--- config.mk ---
export PLATFORM = sky130hd
export DESIGN_NAME = sbus_frame_decoder_top
export DESIGN_NICKNAME = d
export VERILOG_FILES = /design/src/hdl/sfd_pkg.sv /design/src/hdl/sbus_frame_decoder_top.sv /design/src/hdl/sfd_unpack.sv /design/src/hdl/sfd_emit.sv
export SDC_FILE = /design/constraint.sdc
export NUM_CORES = 1
export LEC_CHECK = 0
export BUFFER_PORTS_ARGS = -buffer_cell sky130_fd_sc_hd__clkbuf_2
export CAP_MARGIN = 0
export CELL_PAD_IN_SITES_DETAIL_PLACEMENT = 1
export CELL_PAD_IN_SITES_GLOBAL_PLACEMENT = 1
export CORE_UTILIZATION = 50
export DETAILED_ROUTE_END_ITERATION = 10
export PLACE_DENSITY_LB_ADDON = 0.12
export SYNTH_ARGS = -nofsm -noshare
export SYNTH_HDL_FRONTEND = slang
export SYNTH_HIERARCHICAL = 1
export SYNTH_SLANG_ARGS = --single-unit
export TNS_END_PERCENT = 100
--- constraint.sdc ---
create_clock -name clk -period 7.3 [get_ports clk]
set_clock_uncertainty 0.1 [all_clocks]
set_input_delay 0 -clock clk [delete_from_list [all_inputs] [get_ports clk]]
set_output_delay 0 -clock clk [all_outputs]
set_load 0.05 [all_outputs]
--- src/hdl/sfd_pkg.sv ---
// Shared types and constants for the S.BUS-style frame decoder.
// Used by sfd_unpack, sfd_emit and sbus_frame_decoder_top; depends on nothing.
package sfd_pkg;

  localparam int NUM_CHANNELS = 12;
  localparam int FRAME_BYTES  = 25;
  localparam int CH_BITS      = 11;
  localparam int POS_W        = 5;
  localparam int IDX_W        = 4;

  localparam logic [7:0] HEADER_VALUE   = 8'd15;
  localparam logic [7:0] FLAG_HIGH_MASK = 8'hf0;
  localparam logic [7:0] FAILSAFE_MASK  = 8'h08;
  localparam logic [7:0] END_VALUE      = 8'h00;

  // Byte positions within a frame.
  localparam logic [POS_W-1:0] POS_HEADER = '0;
  localparam logic [POS_W-1:0] POS_FLAGS  = POS_W'(FRAME_BYTES - 2);
  localparam logic [POS_W-1:0] POS_END    = POS_W'(FRAME_BYTES - 1);
  localparam logic [POS_W-1:0] POS_IDLE   = POS_W'(FRAME_BYTES);

  typedef logic [POS_W-1:0]                pos_t;
  typedef logic [IDX_W-1:0]                idx_t;
  typedef logic [CH_BITS-1:0]              chan_t;
  typedef chan_t [NUM_CHANNELS-1:0]        chan_arr_t;

  // Raised for one cycle when the end byte of a frame is taken.
  typedef struct packed {
    logic valid;
    logic ok;
    logic failsafe;
  } frame_evt_t;

endpackage

--- src/hdl/sbus_frame_decoder_top.sv ---
// Top level of the S.BUS-style frame decoder: byte stream in, channel results out.
// Instantiates sfd_unpack and sfd_emit; uses sfd_pkg.
//
//   Channel  Direction  tdata                          tuser                   tlast
//   in_      slave      [7:0] data_byte                [0] frame_start         -
//   out_     master     [3:0] channel_index,           [0] frame_ok,           last
//                       [14:4] channel_value, [15] 0   [1] failsafe
//
// One byte is taken per cycle; each byte updates the channel store in the cycle it
// is accepted. The end byte of a frame starts a burst of twelve results (one for a
// bad frame), one per cycle unless out_tready stalls it, from a snapshot, through a
// single output register. in_tready drops only when the next byte could be an end
// byte while a burst is still draining. Reset (rst_n low, synchronous) clears the
// position, checks, channel store and output valid.
module sbus_frame_decoder_top (
  input  logic        clk,
  input  logic        rst_n,
  input  logic        in_tvalid,
  output logic        in_tready,
  input  logic [7:0]  in_tdata,   // [7:0] data_byte
  input  logic        in_tuser,   // [0] frame_start
  output logic        out_tvalid,
  input  logic        out_tready,
  output logic [15:0] out_tdata,  // [3:0] channel_index, [14:4] channel_value, [15] zero
  output logic [1:0]  out_tuser,  // [0] frame_ok, [1] failsafe
  output logic        out_tlast
);

  logic                accept;
  logic                at_end_pos;
  logic                busy;
  sfd_pkg::chan_arr_t  store;
  sfd_pkg::frame_evt_t evt;
  sfd_pkg::idx_t       res_index;
  sfd_pkg::chan_t      res_value;
  logic                res_ok;
  logic                res_fs;

  assign in_tready = !(busy && at_end_pos);
  assign accept    = in_tvalid && in_tready;

  sfd_unpack u_unpack (
    .clk         (clk),
    .rst_n       (rst_n),
    .accept      (accept),
    .data_byte   (in_tdata),
    .frame_start (in_tuser),
    .at_end_pos  (at_end_pos),
    .store       (store),
    .evt         (evt)
  );

  sfd_emit u_emit (
    .clk          (clk),
    .rst_n        (rst_n),
    .evt          (evt),
    .store        (store),
    .busy         (busy),
    .out_valid    (out_tvalid),
    .out_ready    (out_tready),
    .out_index    (res_index),
    .out_value    (res_value),
    .out_ok       (res_ok),
    .out_failsafe (res_fs),
    .out_last     (out_tlast)
  );

  assign out_tdata = {1'b0, res_value, res_index};
  assign out_tuser = {res_fs, res_ok};

endmodule

--- src/hdl/sfd_unpack.sv ---
// Byte position tracking, channel bit unpacking and frame checks.
// Uses sfd_pkg; feeds frame-end events and the channel store to sfd_emit.
module sfd_unpack (
  input  logic               clk,
  input  logic               rst_n,
  input  logic               accept,
  input  logic [7:0]         data_byte,
  input  logic               frame_start,
  output logic               at_end_pos,
  output sfd_pkg::chan_arr_t store,
  output sfd_pkg::frame_evt_t evt
);

  sfd_pkg::pos_t     pos_r;
  sfd_pkg::pos_t     pos_nxt;
  sfd_pkg::pos_t     pos_cur;
  sfd_pkg::chan_arr_t store_r;
  logic              header_good_r;
  logic              flag_good_r;
  logic              fs_seen_r;

  assign pos_cur    = frame_start ? sfd_pkg::POS_HEADER : pos_r;
  assign at_end_pos = (pos_r == sfd_pkg::POS_END);
  assign store      = store_r;

  always_comb begin
    pos_nxt = pos_r;
    if (accept && (pos_cur != sfd_pkg::POS_IDLE)) begin
      pos_nxt = pos_cur + sfd_pkg::pos_t'(1);
    end
  end

  always_comb begin
    evt.valid    = accept && (pos_cur == sfd_pkg::POS_END);
    evt.ok       = header_good_r && flag_good_r && (data_byte == sfd_pkg::END_VALUE);
    evt.failsafe = fs_seen_r;
  end

  always_ff @(posedge clk) begin
    if (!rst_n) begin
      pos_r         <= sfd_pkg::POS_HEADER;
      header_good_r <= 1'b0;
      flag_good_r   <= 1'b0;
      fs_seen_r     <= 1'b0;
    end else begin
      pos_r <= pos_nxt;
      if (accept && (pos_cur == sfd_pkg::POS_HEADER)) begin
        header_good_r <= (data_byte == sfd_pkg::HEADER_VALUE);
      end
      if (accept && (pos_cur == sfd_pkg::POS_FLAGS)) begin
        flag_good_r <= ((data_byte & sfd_pkg::FLAG_HIGH_MASK) == 8'h00);
        fs_seen_r   <= ((data_byte & sfd_pkg::FAILSAFE_MASK) != 8'h00);
      end
    end
  end

  // Each channel bit has a fixed home in the frame: one byte position and one
  // bit within that byte. Bits that fall past the channels are simply unused.
  for (genvar c = 0; c < sfd_pkg::NUM_CHANNELS; c++) begin : g_chan
    for (genvar j = 0; j < sfd_pkg::CH_BITS; j++) begin : g_bit
      localparam int GBIT     = c * sfd_pkg::CH_BITS + j;
      localparam int BYTE_POS = GBIT / 8 + 1;
      localparam int BIT_POS  = GBIT % 8;
      always_ff @(posedge clk) begin
        if (!rst_n) begin
          store_r[c][j] <= 1'b0;
        end else if (accept && (pos_cur == sfd_pkg::POS_W'(BYTE_POS))) begin
          store_r[c][j] <= data_byte[BIT_POS];
        end
      end
    end
  end

  a_pos_range: assert property (@(posedge clk) disable iff (!rst_n)
    pos_r <= sfd_pkg::POS_IDLE)
    else $error("byte position beyond frame length");

  a_evt_idle: assert property (@(posedge clk) disable iff (!rst_n)
    evt.valid |=> (pos_r == sfd_pkg::POS_IDLE))
    else $error("position not idle after end byte");

  a_start_pos: assert property (@(posedge clk) disable iff (!rst_n)
    (accept && frame_start) |=> (pos_r == sfd_pkg::pos_t'(1)))
    else $error("start mark did not restart the frame");

endmodule

--- src/hdl/sfd_emit.sv ---
// Result sequencer: snapshots a finished frame's channels and hands out one
// result per cycle via an output register while not stalled. Uses sfd_pkg.
module sfd_emit (
  input  logic                clk,
  input  logic                rst_n,
  input  sfd_pkg::frame_evt_t evt,
  input  sfd_pkg::chan_arr_t  store,
  output logic                busy,
  output logic                out_valid,
  input  logic                out_ready,
  output sfd_pkg::idx_t       out_index,
  output sfd_pkg::chan_t      out_value,
  output logic                out_ok,
  output logic                out_failsafe,
  output logic                out_last
);

  sfd_pkg::chan_arr_t snap_r;
  logic               busy_r;
  sfd_pkg::idx_t      idx_r;
  logic               ok_r;
  logic               fs_r;
  logic               out_valid_r;
  sfd_pkg::idx_t      out_index_r;
  sfd_pkg::chan_t     out_value_r;
  logic               out_ok_r;
  logic               out_fs_r;
  logic               out_last_r;
  logic               load;
  logic               last_nxt;

  assign load     = busy_r && (!out_valid_r || out_ready);
  assign last_nxt = !ok_r || (idx_r == sfd_pkg::idx_t'(sfd_pkg::NUM_CHANNELS - 1));

  always_ff @(posedge clk) begin
    if (!rst_n) begin
      busy_r      <= 1'b0;
      idx_r       <= '0;
      ok_r        <= 1'b0;
      fs_r        <= 1'b0;
      out_valid_r <= 1'b0;
    end else begin
      if (evt.valid) begin
        busy_r <= 1'b1;
        idx_r  <= '0;
        ok_r   <= evt.ok;
        fs_r   <= evt.failsafe;
      end else if (load) begin
        idx_r <= idx_r + sfd_pkg::idx_t'(1);
        if (last_nxt) begin
          busy_r <= 1'b0;
        end
      end
      if (load) begin
        out_valid_r <= 1'b1;
      end else if (out_ready) begin
        out_valid_r <= 1'b0;
      end
    end
  end

  // Payload registers carry no reset.
  always_ff @(posedge clk) begin
    if (evt.valid) begin
      snap_r <= store;
    end
    if (load) begin
      out_index_r <= ok_r ? idx_r : '0;
      out_value_r <= ok_r ? snap_r[idx_r] : '0;
      out_ok_r    <= ok_r;
      out_fs_r    <= ok_r && fs_r;
      out_last_r  <= last_nxt;
    end
  end

  assign busy         = busy_r;
  assign out_valid    = out_valid_r;
  assign out_index    = out_index_r;
  assign out_value    = out_value_r;
  assign out_ok       = out_ok_r;
  assign out_failsafe = out_fs_r;
  assign out_last     = out_last_r;

  a_no_overrun: assert property (@(posedge clk) disable iff (!rst_n)
    evt.valid |-> !busy_r)
    else $error("frame finished while the previous burst was still going");

  a_bad_single: assert property (@(posedge clk) disable iff (!rst_n)
    (out_valid_r && !out_ok_r) |-> (out_last_r && out_index_r == '0))
    else $error("bad-frame result is not a single last item");

  a_burst_end: assert property (@(posedge clk) disable iff (!rst_n)
    (load && last_nxt && !evt.valid) |=> !busy_r)
    else $error("burst kept running after its last item");

endmodule

[Yosys cells after proc, flatten, opt, wreduce, memory -nomap -nowiden]
Index checks and enable logic that the tools add are counted.
Storage, ports and cells
  register bits: 298
  input bits: 13
Cells by class
  add/sub/neg operators: 2
  $lt $le $gt $ge: 1
  eq/ne operators: 23
  muxes and demuxes: 8
  bitwise logic cells: 1
  reductions and logical operators: 40
Operators by type and width (number)
  11-bit binary-select mux with 4-bit select: 1
  5-bit by 4-bit equality test with 1-bit output (second input constant): 8
  1-bit logical AND: 27
  5-bit equality test (second input constant): 5
  5-bit by 3-bit equality test with 1-bit output (second input constant): 4
  8-bit zero test: 2
  11-bit 2-to-1 mux: 1
  5-bit by 2-bit equality test with 1-bit output (second input constant): 2
  8-bit by 4-bit equality test with 1-bit output (second input constant): 1
  2-bit nonzero test: 3
  5-bit by 1-bit adder with 5-bit output (second input constant): 1
  5-bit by 1-bit equality test with 1-bit output (second input constant): 1
  5-bit zero test: 1
  4-bit by 5-bit < comparator with 1-bit output (second input constant): 1
  1-bit 2-to-1 mux: 5
  5-bit 2-to-1 mux: 1
  5-bit != test (second input constant): 1
  4-bit by 1-bit adder with 4-bit output (second input constant): 1
  4-bit equality test (second input constant): 1
  1-bit zero test: 3
  1-bit logical OR: 2
  2-bit AND reduction: 1
  2-bit OR reduction: 1
  1-bit inverter: 1

[Depth between registers and ports, before layout]
  depth after elaboration: 7
  gate-level depth with buffers: 10
  depth with buffers taken out: 7

[Cells and area by module]
Netlist, hierarchy kept.
Modules (own cells, without submodules)
  sfd_emit: instances 1, cells an instance 320, area an instance 6084.6 µm², sequential area each 4664.5 µm²
  sfd_unpack: instances 1, cells an instance 550, area an instance 5447.7 µm², sequential area each 2802.7 µm²
  sbus_frame_decoder_top: instances 1, cells an instance 6, area an instance 37.5 µm², sequential area each 0.0 µm²

[Least setup slack after synthesis]
No wires, ideal clock.
  path type: register to register
  start point: reg u_unpack.pos_r[1]
  end point: reg u_emit.fs_r
  library setup time: 0.128 ns
  data arrival time: 5.293 ns
  setup slack: 1.778 ns
  cell stages (with the launch flop): 11
  path through: dfxtp_1 > clkbuf_1 > nor4b_2 > and2_1 > a21boi_1 > buf_4 > nor2b_1 > clkbuf_1 > and3_1 > mux2i_1 > nor2b_1
RTL lines
  from (decl): RTL line sfd_unpack.sv:14  | sfd_pkg::pos_t pos_r;
  from (signal assigned): RTL line sfd_unpack.sv:41  | pos_r <= sfd_pkg::POS_HEADER;
  from (signal assigned): RTL line sfd_unpack.sv:46  | pos_r <= pos_nxt;
  to (signal assigned): RTL line sfd_emit.sv:47  | fs_r <= evt.failsafe;
  to (decl): RTL line sfd_emit.sv:22  | logic fs_r;

[Worst setup path in the final report]
  start point: reg u_unpack.pos_r[0]
  end point: reg u_unpack.store_r, in the netlist u_unpack/store[127]
On the way
  cells in the longest elaborated chain, start to end: 5
  elaborated cells between the ends (all ways): 7
  those cells by class: eq/ne (2); mux (1); reduce/logical (4)
Ends and longest elaborated chain
  5-bit equality test: RTL line sfd_unpack.sv:23  | assign at_end_pos = (pos_r == sfd_pkg::POS_END);
  net at_end_pos: RTL line sbus_frame_decoder_top.sv:30  | logic at_end_pos;
  1-bit logical AND: RTL line sbus_frame_decoder_top.sv:39  | assign in_tready = !(busy && at_end_pos);
  1-bit zero test: RTL line sbus_frame_decoder_top.sv:39
  1-bit logical AND: RTL line sbus_frame_decoder_top.sv:40  | assign accept = in_tvalid && in_tready;
  net accept: RTL line sbus_frame_decoder_top.sv:29  | logic accept;
  1-bit logical AND: RTL line sfd_unpack.sv:67  | end else if (accept && (pos_cur == sfd_pkg::POS_W'(BYTE_POS))) begin
  to (signal, indexed assignment): RTL line sfd_unpack.sv:68  | store_r[c][j] <= data_byte[BIT_POS];
  to (decl): RTL line sfd_unpack.sv:17  | sfd_pkg::chan_arr_t store_r;
The timed path passes the listed nets, and every way through them passes these cells.
A chain may end at the register's enable or synchronous reset.

==> flow_metrics.env <==
export IMPL_vdd_ir_drop_max_mv=0.174
export IMPL_drt_first_iter_violations=361
export IMPL_kind_of_critical_path="flip-flop to flip-flop"
export IMPL_largest_net_degree_at_the_start_of_global_routing=94
export IMPL_avgRoutedWirePerCell_um=23.5
export IMPL_finalHoldWorstSlack_ns=0.0223
export IMPL_tightestPinTransition_ns=1.20
export IMPL_synth_edf_count=150
export IMPL_switching_part_of_the_total_pct=20.1
export IMPL_drive_above_1_share_pct=11.4
export IMPL_drv_max_cap_violation_count=0
export IMPL_finalHoldViolCount=0
export IMPL_floorplan_die_width_um=154
export IMPL_synth_lib_cells_used_distinct=50
export IMPL_ys_seq_area_share_pct=64.5
export IMPL_power_density_mw_per_mm2=268
export IMPL_ys_seq_elements=298
export IMPL_grt_antenna_before_repair=0
export IMPL_min_period_ns=4.74
export IMPL_path_max_fanout=20
export IMPL_crit_slowest_cell="nor3b_2"
export IMPL_tritoncts_clock_tree="built"
export IMPL_synthFlopType="edfxtp_1"
export IMPL_cts_htree_levels=1
export IMPL_clock_tree_buffer_depth=3
export IMPL_crit_path_frequent_cell="dlygate4sd3_1"
export IMPL_tritoncts_num_sinks=298
export IMPL_post_route_cell_area_mm2=0.0131
export IMPL_fin_total_pwr_mw=3.50
export IMPL_rsz0062_at_grt="no"
export IMPL_power_switching_uw=704
export IMPL_outcome="completed"
export IMPL_ctsHoldBuffers=21
export IMPL_die_area_mm2=0.0238
export IMPL_worst_path_largest_cell_delay_ns=0.93
export IMPL_avgViaCountPerCell=5.71
export IMPL_initial_standard_cell_utilization_of_the_core_pct=51.1
export IMPL_drt_drc_violations_left=0
export IMPL_post_cts_buffers=0
export IMPL_cell_area_reported_after_detailed_placement_mm2=0.0118
export IMPL_synth_net_count=891
export IMPL_gp_congestion=0.838
export IMPL_timing_hold_worst_class="input port to flip-flop"
export IMPL_clock_fmax_mhz=211
export IMPL_row_count=55
export IMPL_data_arrival_time_at_the_worst_slack_endpoint_ns=5.15
export IMPL_grt_pass1_wl_um=43400
export IMPL_first_pass_iters=5
export IMPL_power_internal_mw=2.80
export IMPL_global_route_overflow_total=0
export IMPL_warnings_synthesis=6
export IMPL_clock_tree_root_cell="clkbuf_16"
export IMPL_first_global_vias=7319
export IMPL_ys_async_sr_fraction_pct=0
export IMPL_synthCells=876
export IMPL_cts_buffers_inserted=30
export IMPL_mappedNetlistArea_mm2=0.0116
export IMPL_n_antenna_cell=0
export IMPL_detailedPlacementHpwl_um=17300
export IMPL_worst_case_headroom_to_the_max_slew_limit_pct=19.9
export IMPL_timing_final_max_slew_violations=0
export IMPL_placeableCoreArea_mm2=0.0226
export IMPL_grt_total_usage_pct=24.5
export IMPL_cellLeakagePower_nw=4.82
export IMPL_top_level_ports=34
export IMPL_clk_insertion_delay_late_ns=0.57
export IMPL_design_final_nets=918
export IMPL_post_cts_resized=0
export IMPL_area_growth_synth_to_final_pct=13.1
export IMPL_worst_path_cell_trace="nor4b_2 -> and2_1 -> a21boi_1 -> nor3b_2 -> nand3_1 -> dlygate4sd3_1 -> a21boi_0 -> dlygate4sd3_1"
export IMPL_clk_transition_reported_paths_ns=0.07
export IMPL_numPortBuffers=32
export IMPL_critical_path_required_ns=7.71
export IMPL_cp_end_kind="flip-flop"
export IMPL_seq_power_share_pct=50.0
export IMPL_setup_violations=0
export IMPL_logic_pwr_share_pct=2.0
export IMPL_final_period_utilization_pct=64.9
export IMPL_totalNegativeSetupSlack_ns=0
export IMPL_clockPowerShare_pct=48.0
export IMPL_antenna_violating_nets_left=0
export IMPL_synthesis_area_per_instance_um2=13.2
export IMPL_chip_height_um=154
export IMPL_detailroute_via_count=6917
export IMPL_startpoint_class_of_the_critical_path="flip-flop"
export IMPL_finalWirelength_um=28400
==> state kept, by name (all words and copies together), names as in the netlist <==
register / count
u_unpack/pos_r: 5
u_unpack/header_good_r: 1
u_emit/busy: 1
u_emit/fs_r: 1
u_emit/out_value: 11
u_emit/ok_r: 1
u_emit/snap_r: 132
u_emit/out_last: 1
u_emit/out_index: 4
u_emit/out_valid: 1
u_emit/out_failsafe: 1
u_unpack/flag_good_r: 1
u_emit/out_ok: 1
u_emit/idx_r: 4
u_unpack/fs_seen_r: 1
u_unpack/store: 132
==> final cells by class <==
type	count	area, um2
Clock buffer	36	847
Clock inverter	19	253
Fill cell	2219	9560
Inverter	15	56.3
Multi-Input combinational cell	499	3680
Sequential cell	298	7470
Tap cell	285	357
Timing Repair Buffer	59	418
==> through the flow <==
stage                     cells  utilization (%)  setup slack (ns)
after CTS                  1211             57.8              2.66
after floorplan             876                -              1.78
after global placement     1135             52.0              3.08
after global routing       1211             57.8              2.19
final                      1211             57.8              2.56
after detailed placement   1135             52.0              2.84
==> final timing paths <==
check                             startpoint                                to  slack [ns]  cells past startpoint
max           u_unpack/pos_r[0]$_SDFFE_PN0P_  u_unpack/store[127]$_SDFFE_PN0P_        2.56                      8
max reg2reg   u_unpack/pos_r[0]$_SDFFE_PN0P_  u_unpack/store[127]$_SDFFE_PN0P_        2.56                      8
min reg2reg  u_unpack/store[83]$_SDFFE_PN0P_       u_emit/snap_r[83]$_DFFE_PP_        0.30                      0
min                                in_tvalid    u_unpack/pos_r[4]$_SDFFE_PN0P_        0.02                      3
==> cell usage after synthesis (4+ instances only) <==
library cell | number | area share [%]
a21boi_0 | 24 | 1.6
a22oi_1 | 23 | 1.5
and2_1 | 7 | 0.38
buf_12 | 4 | 0.69
buf_2 | 6 | 0.26
buf_4 | 7 | 0.45
clkbuf_1 | 43 | 1.4
dfxtp_1 | 148 | 26
edfxtp_1 | 150 | 39
inv_1 | 15 | 0.49
mux2i_1 | 161 | 14
mux4_1 | 8 | 1.8
nand2_1 | 152 | 4.9
nand2b_1 | 6 | 0.32
nand3_1 | 25 | 1.1
nand3b_1 | 6 | 0.39
nor2_1 | 5 | 0.16
nor2b_1 | 6 | 0.32
o21ai_0 | 17 | 0.74
o22ai_1 | 10 | 0.54
==> worst max-delay path, delay by kind of cell, from the launching register on <==
kind            cells  cell delay (ns)
flops               1             0.76
buf+inv             2             1.17
compound gates      2             1.04
simple gates        4             1.60
==> power groups by stage <==
stage | Clock, mW | Sequential (mW) | Combinational (mW)
2_1_floorplan | 0 | 1.78 | 0.0453
3_3_place_gp | 0 | 1.79 | 0.0642
3_5_place_dp | 0 | 1.79 | 0.0656
4_1_cts | 1.71 | 1.75 | 0.0709
5_1_grt | 1.77 | 1.75 | 0.0752
6_report | 1.68 | 1.75 | 0.0708
==> cell usage in the layout, fill, tap and decap left out, drive strengths merged, types with 5 or more instances in the layout <==
master       netlist  final
clkinv             0     11
a22oi             23     23
a21boi            25     25
dlygate4sd3        0     21
buf               21      7
nor2               5      5
nand3             25     25
nand2            155    155
nand3b             6      6
mux2i            161    161
edfxtp           150    150
nand2b             6      6
bufinv             0      6
o22ai             11     11
nor2b              6      6
and2               7      7
dfxtp            148    148
o21ai             17     17
inv               15     15
clkbuf            43     67
mux4              11     11
==> metal layers <==
layer,share of wire [%],wire (um),global-route usage [%],vias up
met1,44,12600,33.0,3499
met4,2.7,768,7.76,0
met3,4.7,1350,3.55,45
met5,0,0,0,-
met2,48,13700,41.0,166
li1,-,-,-,3207
==> cell families after synthesis <==
family          Yosys count  synth area share, %
buf+inv                  79                 3.71
fa+ha+maj                 2                0.216
other cells               1               0.0324
xor+xnor                  3                0.227
flops                   298                 64.5
mux                     172                 16.3
compound gates           83                 4.86
simple gates            238                 10.1
Note: power is estimated with default switching activity, not from simulation.
